### src/rtl/mdnsv_pkg.sv
// ----------------------------------------------------------------------------
// mdnsv_pkg
// Types and constants shared by the mDNS message validator.
// ----------------------------------------------------------------------------
`default_nettype none

package mdnsv_pkg;

  localparam int unsigned DATA_W   = 8;
  localparam int unsigned COUNT_W  = 16;
  localparam int unsigned STATUS_W = 3;
  localparam int unsigned CFG_ADDR_W = 8;
  localparam int unsigned CFG_DATA_W = 8;
  localparam int unsigned LABEL_W  = 6;
  localparam int unsigned LIMIT_W  = 8;

  // status codes
  localparam logic [STATUS_W-1:0] ST_OK         = 3'd0;
  localparam logic [STATUS_W-1:0] ST_BAD_OPCODE = 3'd1;
  localparam logic [STATUS_W-1:0] ST_BAD_LABEL  = 3'd2;
  localparam logic [STATUS_W-1:0] ST_BAD_TYPE   = 3'd3;
  localparam logic [STATUS_W-1:0] ST_BAD_CLASS  = 3'd4;
  localparam logic [STATUS_W-1:0] ST_TRUNCATED  = 3'd5;

  // register indexes
  localparam logic [CFG_ADDR_W-1:0] REG_MAX_LABEL = 8'd0;
  localparam logic [CFG_ADDR_W-1:0] REG_MAX_QUEST = 8'd1;
  localparam logic [CFG_ADDR_W-1:0] REG_MAX_ANSW  = 8'd2;

  localparam logic [LABEL_W-1:0] RST_MAX_LABEL = 6'd63;
  localparam logic [LIMIT_W-1:0] RST_MAX_QUEST = 8'd8;
  localparam logic [LIMIT_W-1:0] RST_MAX_ANSW  = 8'd8;

  // header byte offsets
  localparam logic [COUNT_W-1:0] OFF_FLAGS_HI = 16'd2;
  localparam logic [COUNT_W-1:0] OFF_QD_HI    = 16'd4;
  localparam logic [COUNT_W-1:0] OFF_QD_LO    = 16'd5;
  localparam logic [COUNT_W-1:0] OFF_AN_HI    = 16'd6;
  localparam logic [COUNT_W-1:0] OFF_AN_LO    = 16'd7;
  localparam logic [COUNT_W-1:0] OFF_HDR_LAST = 16'd11;
  localparam logic [COUNT_W-1:0] OFF_MAX      = 16'hFFFF;

  localparam logic [DATA_W-1:0]  PTR_MASK    = 8'hC0;
  localparam logic [COUNT_W-1:0] CLASS_FLUSH = 16'h8000;
  localparam logic [COUNT_W-1:0] CLASS_IN    = 16'h0001;
  localparam logic [COUNT_W-1:0] TYPE_MAX    = 16'd255;

  // fixed-field byte counts
  localparam logic [3:0] QF_TYPE_END = 4'd2;
  localparam logic [3:0] QF_END      = 4'd4;
  localparam logic [3:0] AF_END      = 4'd10;

  typedef enum logic [3:0] {
    PH_HEADER,
    PH_QNAME,
    PH_QPTR2,
    PH_QLABEL,
    PH_QFIXED,
    PH_ANAME,
    PH_APTR2,
    PH_ALABEL,
    PH_AFIXED,
    PH_ARDATA,
    PH_DONE,
    PH_ERR
  } phase_t;

  typedef struct packed {
    logic [LABEL_W-1:0] max_label;
    logic [LIMIT_W-1:0] max_quest;
    logic [LIMIT_W-1:0] max_answ;
  } cfg_t;

  typedef struct packed {
    logic [STATUS_W-1:0] status;
    logic [COUNT_W-1:0]  question_count;
    logic [COUNT_W-1:0]  answer_count;
    logic [COUNT_W-1:0]  end_offset;
  } result_t;

endpackage

`default_nettype wire

### src/rtl/mdnsv_if.sv
// ----------------------------------------------------------------------------
// mdnsv_if
// Valid/ready channels of the mDNS message validator: byte in, result out,
// register write.
// ----------------------------------------------------------------------------
`default_nettype none

interface mdnsv_in_if;
  import mdnsv_pkg::*;
  logic              valid;
  logic              ready;
  logic [DATA_W-1:0] data_byte;
  logic              last_byte;
  modport source (output valid, output data_byte, output last_byte, input ready);
  modport sink   (input valid, input data_byte, input last_byte, output ready);
endinterface

interface mdnsv_out_if;
  import mdnsv_pkg::*;
  logic                valid;
  logic                ready;
  logic [STATUS_W-1:0] status;
  logic [COUNT_W-1:0]  question_count;
  logic [COUNT_W-1:0]  answer_count;
  logic [COUNT_W-1:0]  end_offset;
  modport source (output valid, output status, output question_count,
                  output answer_count, output end_offset, input ready);
  modport sink   (input valid, input status, input question_count,
                  input answer_count, input end_offset, output ready);
endinterface

interface mdnsv_cfg_if;
  import mdnsv_pkg::*;
  logic                  valid;
  logic                  ready;
  logic [CFG_ADDR_W-1:0] addr;
  logic [CFG_DATA_W-1:0] data;
  modport source (output valid, output addr, output data, input ready);
  modport sink   (input valid, input addr, input data, output ready);
endinterface

`default_nettype wire

### src/rtl/mdnsv_cfg_regs.sv
// ----------------------------------------------------------------------------
// mdnsv_cfg_regs
// Limit registers: label length, question count, answer count.
// ----------------------------------------------------------------------------
`default_nettype none

module mdnsv_cfg_regs (
  input  wire                              clk,
  input  wire                              rst_n,
  input  wire                              wr_en,
  input  wire [mdnsv_pkg::CFG_ADDR_W-1:0]  wr_addr,
  input  wire [mdnsv_pkg::CFG_DATA_W-1:0]  wr_data,
  output mdnsv_pkg::cfg_t                  cfg
);
  import mdnsv_pkg::*;

  cfg_t cfg_r;
  cfg_t cfg_nxt;

  always_comb begin
    cfg_nxt = cfg_r;
    if (wr_en) begin
      unique case (wr_addr)
        REG_MAX_LABEL: cfg_nxt.max_label = wr_data[LABEL_W-1:0];
        REG_MAX_QUEST: cfg_nxt.max_quest = wr_data[LIMIT_W-1:0];
        REG_MAX_ANSW:  cfg_nxt.max_answ  = wr_data[LIMIT_W-1:0];
        default:       cfg_nxt = cfg_r; // unknown index: dropped
      endcase
    end
  end

  always_ff @(posedge clk) begin
    if (!rst_n) begin
      cfg_r.max_label <= RST_MAX_LABEL;
      cfg_r.max_quest <= RST_MAX_QUEST;
      cfg_r.max_answ  <= RST_MAX_ANSW;
    end else begin
      cfg_r <= cfg_nxt;
    end
  end

  assign cfg = cfg_r;

endmodule

`default_nettype wire

### src/rtl/mdnsv_parser.sv
// ----------------------------------------------------------------------------
// mdnsv_parser
// Per-byte DNS message walker: header, questions, answers. Updates its state
// on each stepped byte and presents the result for a last byte.
// ----------------------------------------------------------------------------
`default_nettype none

module mdnsv_parser (
  input  wire                           clk,
  input  wire                           rst_n,
  input  wire                           step,
  input  wire [mdnsv_pkg::DATA_W-1:0]   data_byte,
  input  wire                           last_byte,
  input  mdnsv_pkg::cfg_t               cfg,
  output mdnsv_pkg::result_t            res
);
  import mdnsv_pkg::*;

  phase_t               phase_r, phase_nxt;
  logic [COUNT_W-1:0]   offset_r, offset_nxt;
  logic [3:0]           fidx_r, fidx_nxt;
  logic [COUNT_W-1:0]   fshift_r, fshift_nxt;
  logic [COUNT_W-1:0]   qd_r, qd_nxt;
  logic [COUNT_W-1:0]   an_r, an_nxt;
  logic [LIMIT_W-1:0]   rec_r, rec_nxt;
  logic [COUNT_W-1:0]   skip_r, skip_nxt;
  logic [STATUS_W-1:0]  err_r, err_nxt;

  // values after this byte, before the end-of-message clear
  phase_t               ph_c;
  logic [COUNT_W-1:0]   off_c, fshift_c, qd_c, an_c, skip_c;
  logic [3:0]           fidx_c;
  logic [LIMIT_W-1:0]   rec_c;
  logic [STATUS_W-1:0]  err_c;

  logic [COUNT_W-1:0]   fs_shift;
  logic [3:0]           fidx_inc;
  logic [COUNT_W-1:0]   skip_dec;
  logic [LIMIT_W:0]     rec_inc;
  logic                 have_q, have_a, q_more, a_more, ans;
  logic                 active;

  assign fs_shift = {fshift_r[COUNT_W-DATA_W-1:0], data_byte};
  assign fidx_inc = fidx_r + 4'd1;
  assign skip_dec = skip_r - 16'd1;
  assign rec_inc  = {1'b0, rec_r} + 9'd1;
  assign have_q   = (qd_r != '0) && (cfg.max_quest != '0);
  assign have_a   = (an_r != '0) && (cfg.max_answ != '0);
  assign q_more   = ({8'd0, rec_inc} < {1'b0, qd_r}) && (rec_inc < {1'b0, cfg.max_quest});
  assign a_more   = ({8'd0, rec_inc} < {1'b0, an_r}) && (rec_inc < {1'b0, cfg.max_answ});
  assign ans      = (phase_r == PH_ANAME) || (phase_r == PH_ALABEL);
  assign active   = (phase_r != PH_DONE) && (phase_r != PH_ERR);

  always_comb begin
    ph_c     = phase_r;
    fidx_c   = fidx_r;
    fshift_c = fshift_r;
    qd_c     = qd_r;
    an_c     = an_r;
    rec_c    = rec_r;
    skip_c   = skip_r;
    err_c    = err_r;
    off_c    = offset_r;
    if (step) begin
      if (active && offset_r != OFF_MAX) off_c = offset_r + 16'd1;
      unique case (phase_r)
        PH_HEADER: begin
          if (offset_r == OFF_FLAGS_HI && data_byte[6:3] != 4'd0) err_c = ST_BAD_OPCODE;
          if (offset_r == OFF_QD_HI) qd_c = {data_byte, 8'h00};
          if (offset_r == OFF_QD_LO) qd_c = {qd_r[15:8], data_byte};
          if (offset_r == OFF_AN_HI) an_c = {data_byte, 8'h00};
          if (offset_r == OFF_AN_LO) an_c = {an_r[15:8], data_byte};
          if (offset_r == OFF_HDR_LAST) begin
            rec_c = '0;
            if (err_c != ST_OK) ph_c = PH_ERR;
            else if (have_q)    ph_c = PH_QNAME;
            else if (have_a)    ph_c = PH_ANAME;
            else                ph_c = PH_DONE;
          end
        end
        PH_QNAME, PH_ANAME: begin
          if (data_byte == 8'h00) begin
            fidx_c   = '0;
            fshift_c = '0;
            ph_c     = ans ? PH_AFIXED : PH_QFIXED;
          end else if ((data_byte & PTR_MASK) != 8'h00) begin
            ph_c = ans ? PH_APTR2 : PH_QPTR2;
          end else if (data_byte[LABEL_W-1:0] <= cfg.max_label) begin
            // top bits are clear here, so the low bits are the whole length
            skip_c = {8'd0, data_byte};
            ph_c   = ans ? PH_ALABEL : PH_QLABEL;
          end else begin
            err_c = ST_BAD_LABEL;
            ph_c  = PH_ERR;
          end
        end
        PH_QPTR2, PH_APTR2: begin
          fidx_c   = '0;
          fshift_c = '0;
          ph_c     = (phase_r == PH_APTR2) ? PH_AFIXED : PH_QFIXED;
        end
        PH_QLABEL, PH_ALABEL: begin
          skip_c = skip_dec;
          if (skip_dec == '0) ph_c = ans ? PH_ANAME : PH_QNAME;
        end
        PH_QFIXED: begin
          fshift_c = fs_shift;
          fidx_c   = fidx_inc;
          if (fidx_inc == QF_TYPE_END) begin
            if (fs_shift > TYPE_MAX) begin
              err_c = ST_BAD_TYPE;
              ph_c  = PH_ERR;
            end else begin
              fshift_c = '0;
            end
          end else if (fidx_inc == QF_END) begin
            if ((fs_shift & ~CLASS_FLUSH) != CLASS_IN) begin
              err_c = ST_BAD_CLASS;
              ph_c  = PH_ERR;
            end else if (q_more) begin
              rec_c = rec_inc[LIMIT_W-1:0];
              ph_c  = PH_QNAME;
            end else begin
              rec_c = '0;
              ph_c  = have_a ? PH_ANAME : PH_DONE;
            end
          end
        end
        PH_AFIXED: begin
          fshift_c = fs_shift;
          fidx_c   = fidx_inc;
          if (fidx_inc == AF_END) begin
            skip_c = fs_shift;
            if (fs_shift == '0) begin
              rec_c = rec_inc[LIMIT_W-1:0];
              ph_c  = a_more ? PH_ANAME : PH_DONE;
            end else begin
              ph_c = PH_ARDATA;
            end
          end
        end
        PH_ARDATA: begin
          skip_c = skip_dec;
          if (skip_dec == '0) begin
            rec_c = rec_inc[LIMIT_W-1:0];
            ph_c  = a_more ? PH_ANAME : PH_DONE;
          end
        end
        default: ph_c = phase_r;
      endcase
    end
  end

  always_comb begin
    res.question_count = qd_c;
    res.answer_count   = an_c;
    res.end_offset     = off_c;
    if (ph_c == PH_ERR)       res.status = err_c;
    else if (ph_c == PH_DONE) res.status = ST_OK;
    else                      res.status = ST_TRUNCATED;
  end

  // a last byte closes the message and clears the walk
  always_comb begin
    if (step && last_byte) begin
      phase_nxt  = PH_HEADER;
      offset_nxt = '0;
      fidx_nxt   = '0;
      fshift_nxt = '0;
      qd_nxt     = '0;
      an_nxt     = '0;
      rec_nxt    = '0;
      skip_nxt   = '0;
      err_nxt    = ST_OK;
    end else begin
      phase_nxt  = ph_c;
      offset_nxt = off_c;
      fidx_nxt   = fidx_c;
      fshift_nxt = fshift_c;
      qd_nxt     = qd_c;
      an_nxt     = an_c;
      rec_nxt    = rec_c;
      skip_nxt   = skip_c;
      err_nxt    = err_c;
    end
  end

  always_ff @(posedge clk) begin
    if (!rst_n) begin
      phase_r <= PH_HEADER;
    end else begin
      phase_r <= phase_nxt;
    end
  end

  always_ff @(posedge clk) begin
    if (!rst_n) begin
      offset_r <= '0;
      fidx_r   <= '0;
      fshift_r <= '0;
      qd_r     <= '0;
      an_r     <= '0;
      rec_r    <= '0;
      skip_r   <= '0;
      err_r    <= ST_OK;
    end else begin
      offset_r <= offset_nxt;
      fidx_r   <= fidx_nxt;
      fshift_r <= fshift_nxt;
      qd_r     <= qd_nxt;
      an_r     <= an_nxt;
      rec_r    <= rec_nxt;
      skip_r   <= skip_nxt;
      err_r    <= err_nxt;
    end
  end

endmodule

`default_nettype wire

### src/rtl/mdns_message_validator.sv
// ----------------------------------------------------------------------------
// mdns_message_validator
// Byte-stream mDNS message checker with one result per message.
// ----------------------------------------------------------------------------
// Takes one message byte per cycle while input is not stalled, with no gaps
// needed between messages. Each accepted byte sits in an input register, then
// the parser updates its state from it; the result of a byte marked last is
// written to the output register at that same edge, so a result is valid once
// its last byte has passed the input and output registers. The output register
// lets input continue while a result waits; input stalls only when a second
// last byte reaches the parser before the previous result is taken. Limit
// registers are written through the cfg channel (always ready); the user must
// write them only while no message is in flight; not enforced by the block.
`default_nettype none

module mdns_message_validator (
  input  wire          clk,
  input  wire          rst_n,
  mdnsv_in_if.sink     in_ch,
  mdnsv_out_if.source  out_ch,
  mdnsv_cfg_if.sink    cfg_ch
);
  import mdnsv_pkg::*;

  logic              s1_valid_r;
  logic [DATA_W-1:0] s1_byte_r;
  logic              s1_last_r;
  logic              s1_fire;
  logic              out_valid_r;
  logic              out_valid_nxt;
  result_t           out_r;
  result_t           res;
  cfg_t              cfg;

  assign cfg_ch.ready = 1'b1;

  mdnsv_cfg_regs u_cfg (
    .clk     (clk),
    .rst_n   (rst_n),
    .wr_en   (cfg_ch.valid),
    .wr_addr (cfg_ch.addr),
    .wr_data (cfg_ch.data),
    .cfg     (cfg)
  );

  // only a last byte needs room in the output register
  assign s1_fire     = s1_valid_r && (!s1_last_r || !out_valid_r || out_ch.ready);
  assign in_ch.ready = !s1_valid_r || s1_fire;

  always_ff @(posedge clk) begin
    if (!rst_n) begin
      s1_valid_r <= 1'b0;
    end else if (in_ch.ready) begin
      s1_valid_r <= in_ch.valid;
    end
  end

  always_ff @(posedge clk) begin
    if (in_ch.ready && in_ch.valid) begin
      s1_byte_r <= in_ch.data_byte;
      s1_last_r <= in_ch.last_byte;
    end
  end

  mdnsv_parser u_parser (
    .clk       (clk),
    .rst_n     (rst_n),
    .step      (s1_fire),
    .data_byte (s1_byte_r),
    .last_byte (s1_last_r),
    .cfg       (cfg),
    .res       (res)
  );

  always_comb begin
    out_valid_nxt = out_valid_r && !out_ch.ready;
    if (s1_fire && s1_last_r) out_valid_nxt = 1'b1;
  end

  always_ff @(posedge clk) begin
    if (!rst_n) begin
      out_valid_r <= 1'b0;
    end else begin
      out_valid_r <= out_valid_nxt;
    end
  end

  always_ff @(posedge clk) begin
    if (s1_fire && s1_last_r) out_r <= res;
  end

  assign out_ch.valid          = out_valid_r;
  assign out_ch.status         = out_r.status;
  assign out_ch.question_count = out_r.question_count;
  assign out_ch.answer_count   = out_r.answer_count;
  assign out_ch.end_offset     = out_r.end_offset;

endmodule

`default_nettype wire
### src/flat_wrapper.sv
// flat-port wrapper written by rule: the top's interface ports become plain ports
module mdns_message_validator_flat import mdnsv_pkg::*;
  (clk, rst_n, in_ch_valid, in_ch_data_byte, in_ch_last_byte, in_ch_ready, out_ch_valid, out_ch_status, out_ch_question_count, out_ch_answer_count, out_ch_end_offset, out_ch_ready, cfg_ch_valid, cfg_ch_addr, cfg_ch_data, cfg_ch_ready);
  mdnsv_in_if in_ch_i ();
  mdnsv_out_if out_ch_i ();
  mdnsv_cfg_if cfg_ch_i ();
  input  wire clk;
  input  wire rst_n;
  input wire logic [$bits(in_ch_i.valid)-1:0] in_ch_valid;
  input wire logic [$bits(in_ch_i.data_byte)-1:0] in_ch_data_byte;
  input wire logic [$bits(in_ch_i.last_byte)-1:0] in_ch_last_byte;
  output wire logic [$bits(in_ch_i.ready)-1:0] in_ch_ready;
  output wire logic [$bits(out_ch_i.valid)-1:0] out_ch_valid;
  output wire logic [$bits(out_ch_i.status)-1:0] out_ch_status;
  output wire logic [$bits(out_ch_i.question_count)-1:0] out_ch_question_count;
  output wire logic [$bits(out_ch_i.answer_count)-1:0] out_ch_answer_count;
  output wire logic [$bits(out_ch_i.end_offset)-1:0] out_ch_end_offset;
  input wire logic [$bits(out_ch_i.ready)-1:0] out_ch_ready;
  input wire logic [$bits(cfg_ch_i.valid)-1:0] cfg_ch_valid;
  input wire logic [$bits(cfg_ch_i.addr)-1:0] cfg_ch_addr;
  input wire logic [$bits(cfg_ch_i.data)-1:0] cfg_ch_data;
  output wire logic [$bits(cfg_ch_i.ready)-1:0] cfg_ch_ready;
  assign in_ch_i.valid = in_ch_valid;
  assign in_ch_i.data_byte = in_ch_data_byte;
  assign in_ch_i.last_byte = in_ch_last_byte;
  assign in_ch_ready = in_ch_i.ready;
  assign out_ch_valid = out_ch_i.valid;
  assign out_ch_status = out_ch_i.status;
  assign out_ch_question_count = out_ch_i.question_count;
  assign out_ch_answer_count = out_ch_i.answer_count;
  assign out_ch_end_offset = out_ch_i.end_offset;
  assign out_ch_i.ready = out_ch_ready;
  assign cfg_ch_i.valid = cfg_ch_valid;
  assign cfg_ch_i.addr = cfg_ch_addr;
  assign cfg_ch_i.data = cfg_ch_data;
  assign cfg_ch_ready = cfg_ch_i.ready;
  mdns_message_validator u_core (.clk(clk), .rst_n(rst_n), .in_ch(in_ch_i), .out_ch(out_ch_i), .cfg_ch(cfg_ch_i));
endmodule
### config.mk
export PLATFORM = sky130hd
export DESIGN_NAME = mdns_message_validator_flat
export DESIGN_NICKNAME = d
export VERILOG_FILES = /design/src/rtl/mdnsv_pkg.sv /design/src/rtl/mdnsv_if.sv /design/src/rtl/mdnsv_cfg_regs.sv /design/src/rtl/mdnsv_parser.sv /design/src/rtl/mdns_message_validator.sv /design/src/flat_wrapper.sv
export SDC_FILE = /design/constraint.sdc
export NUM_CORES = 1
export LEC_CHECK = 0
export BUFFER_PORTS_ARGS = -buffer_cell sky130_fd_sc_hd__buf_4
export CORE_ASPECT_RATIO = 2
export CORE_MARGIN = 2
export CORE_UTILIZATION = 30
export DETAILED_ROUTE_END_ITERATION = 10
export GPL_TIMING_DRIVEN = 0
export PLACE_DENSITY_LB_ADDON = 0.15
export SETUP_SLACK_MARGIN = 0.05
export SYNTH_ARGS = -nofsm -noshare
export SYNTH_HDL_FRONTEND = slang
export SYNTH_HIERARCHICAL = 1
export SYNTH_SLANG_ARGS = --single-unit
### constraint.sdc
create_clock -name clk -period 4.87 [get_ports clk]
set_input_delay 1.461 -clock clk [delete_from_list [all_inputs] [get_ports clk]]
set_output_delay 1.461 -clock clk [all_outputs]
set_load 0.05 [all_outputs]
==> impl_metrics.csv <==
group,metric,value,unit
finish,final_cell_mix,"dfxtp_1, nand2_1, buf_4",
power,swShare,0.2581,
global_route,grt_pass1_wl,41860,um
floorplan,start_util,0.3047,
clock_network,cts.htree.levels,4,
synth,avgSynthCellArea,9.535,um2
placement,post-place-cells,1390,
power,power_density,299.5,nW/um2
sta,hold_violations,0,
clock_network,worstSkewPairLatency,0.45,ns
routing,vias_per_cell,5.202,
clock_network,clockBufferDepth,2,
placement,dp_hpwl,20890,um
placement,place_ws,-0.2798,ns
synth,synthCells,943,
critical_path,cp.required,5.06,ns
power,p_comb_frac,0.083,
synth,ys_async_sr_fraction,0,
finish,final_layout_size_suffix_gt1_frac,0.1456,
routing,drtIter0Drc,394,
outcome,status,"finished clean",
sta,fmax,222.1,MHz
synth,yosys-top-cells-area,"dfxtp_1, edfxtp_1, ha_1, nand2_1, mux2i_1",
floorplan,core,29510,um2
global_route,grt_overflow,0,
finish,antennaDiodeCount,0,
clock_network,cts_resized,1,
synth,synth_edf_count,60,
critical_path,worst-path-max-fanout,9,
sta,rsz0062_at_grt,"false",
job,drv_cap,0,
finish,fin_cells,1422,
routing,avgRoutedWirePerCell,18.86,um
clock_network,numCtsBuffers,17,
clock_network,cts-root-buf,"clkbuf_16",
sta,post-route-period-util,0.9247,
synth,synth_top_flop_cell,"dfxtp_1",
finish,nets,1120,
floorplan,die_w,126.4,um
critical_path,startpoint_type,"input port",
power,power_frac_seq,0.484,
routing,finalWirelength,26820,um
synth,synth_nets,1018,
synth,synth_top_area_share,0.2561,
routing,dr.pass1.iters,5,
global_route,antenna_found_initial,0,
synth,yosys_warnings,6,
synth,syn_area,8991,um2
sta,fin_tns_setup,0,ns
synth,yosysSeqAreaShare,0.4564,
routing,num_vias,7397,
worst_hold_path,hold_start,"u_core/u_cfg/cfg[5]",
synth,yosys.area.top_type,"dfxtp_1",
sta,finalClockSkew,0.009177,ns
floorplan,ios,84,
critical_path,arrival,4.69,ns
critical_path,critical_path_class,"input port to register",
power,clockPowerShare,0.434,
placement,place.gp.congestion,0.8664,
floorplan,rows,89,
clock_network,post-cts-setup-buffers,0,
global_route,grt_pass1_vias,7624,
power,p_leak,4.341,nW
clock_network,cts.sinks,175,
critical_path,r2r_start,"u_core/u_parser/rec_r[0]",
sta,fin_ws,0.3666,ns
sta,finalCriticalPeriod,4.503,ns
worst_hold_path,hold_path.class,"register to register",
clock_network,cts-hold-fix-buffers,0,
routing,drc,0,
power,p_int,2.376,mW
synth,synth-seq-cells,175,
clock_network,cts_tree,"done",
sta,max_slew_margin,0.3275,
placement,portBuffers,82,
power,ir_drop,245.2,uV
sta,slew_violations,0,
finish,area_growth,18.94,%
clock_network,clk_pin_slew,0.07,ns
power,power.switching,0.8267,mW
global_route,grt_max_degree,34,
finish,layout_commonest_cell,"dfxtp_1",
floorplan,die_h,248.8,um
sta,tightest_slew,1.009,ns
sta,setup_violations,0,
critical_path,startpoint,"out_ch_ready",
routing,antenna_left,0,
finish,fin_util,0.3624,
global_route,grt_usage,0.1733,
critical_path,crit_path_end_kind,"register",
synth,ys_types,85,
floorplan,die_area,31460,um2
metal layers:
metal  part of all wire  track usage  vias up
met2               0.56       0.3355      183
met5                  0            0        -
met1               0.37       0.1696     3534
met3              0.033      0.02942       60
met4              0.045      0.09294        0
li1                   -            -     3620
power by group through the flow:
stage	Combinational (mW)	Clock (mW)	Sequential, mW
6_report	0.265	1.39	1.55
2_1_floorplan	0.133	0	1.61
4_1_cts	0.266	1.44	1.55
3_5_place_dp	0.266	0	1.58
5_1_grt	0.286	1.49	1.55
3_3_place_gp	0.263	0	1.58
stage by stage:
| stage | total power, mW | hold WS (ns) | area [um2] |
|---|---|---|---|
| 2_1_floorplan | 1.740 | 0.4475 | 8991 |
| 3_3_place_gp | 1.848 | 0.4639 | 10060 |
| 3_5_place_dp | 1.849 | 0.4633 | 10090 |
| 4_1_cts | 3.251 | 0.4818 | 10680 |
| 5_1_grt | 3.323 | 0.5014 | 10690 |
| 6_report | 3.203 | 0.4754 | 10690 |
cells by family (layout without fill, tap and decap cells):
group / after synthesis / count (layout) / synth area share
AO/OA/AOI/OAI: 182 / 182 / 0.1387
AND/OR/NAND/NOR: 383 / 383 / 0.2298
other: 1 / 1 / 0.0004171
adder cells (fa/ha/maj): 45 / 45 / 0.06262
flip-flops: 175 / 175 / 0.4564
XOR/XNOR: 26 / 26 / 0.02533
buffers and inverters: 93 / 208 / 0.04342
multiplexers: 38 / 38 / 0.04328
state kept, by name, indices dropped and copies added (netlist names), 3 cells and up:
name / cells
u_core/u_cfg/cfg: 22
u_core/out_ch.answer_count: 16
u_core/out_ch.end_offset: 16
u_core/out_ch.question_count: 16
u_core/u_parser/an_r: 16
u_core/u_parser/offset_r: 16
u_core/u_parser/qd_r: 16
u_core/u_parser/skip_r: 16
u_core/s1_byte_r: 8
u_core/u_parser/fshift_r: 8
u_core/u_parser/rec_r: 8
u_core/u_parser/fidx_r: 4
u_core/u_parser/phase_r: 4
u_core/out_ch.status: 3
u_core/u_parser/err_r: 3
cell usage after synthesis (all sizes together), types with 6 or more instances:
library cell / n
nor2: 79
ha: 45
or4: 9
inv: 52
clkbuf: 33
nor2b: 17
and2b: 10
a22o: 8
mux2: 7
a21oi: 50
xor2: 11
nand2: 91
o32ai: 6
buf: 8
edfxtp: 60
nand3b: 9
a21o: 7
a211oi: 9
o211ai: 11
mux2i: 31
and3: 6
or3: 7
and2: 42
xnor2: 15
nand4: 9
nor4: 22
a22oi: 10
nand3: 12
nor3b: 6
o21ai: 29
dfxtp: 115
nor3: 45
worst paths after layout:
| check | end | slack (ns) | cells after the start |
|---|---|---|---|
| worst max-delay path | u_core/out_ch.end_offset[13] | 0.37 | 10 |
| worst min-delay path | u_core/u_cfg/cfg[5] | 0.48 | 2 |
| worst max register to register | u_core/out_ch.status[0] | 0.49 | 13 |
| worst min register to register | u_core/u_cfg/cfg[5] | 0.48 | 2 |
final cells by class:
type	instances	area, um2
plain buffers	41	195.2
fillers	3043	18820
multi-input cells	675	4523
clock buffers	18	429.2
repair buffers	83	635.6
well taps	364	455.4
clock inverters	14	156.4
inverters	52	195.2
flip-flops and latches	175	4104
critical path, cell delays in order:
cell and delay [ns]:
buf_4 0.09, nor2b_1 0.07, a21boi_1 0.15, clkbuf_1 0.45
o21ai_0 0.40, a41oi_1 0.62, nand4_1 0.33, nor4_1 0.75
nand3_1 0.18, xnor2_1 0.18
No activity file was read; power rests on OpenSTA's default activity.
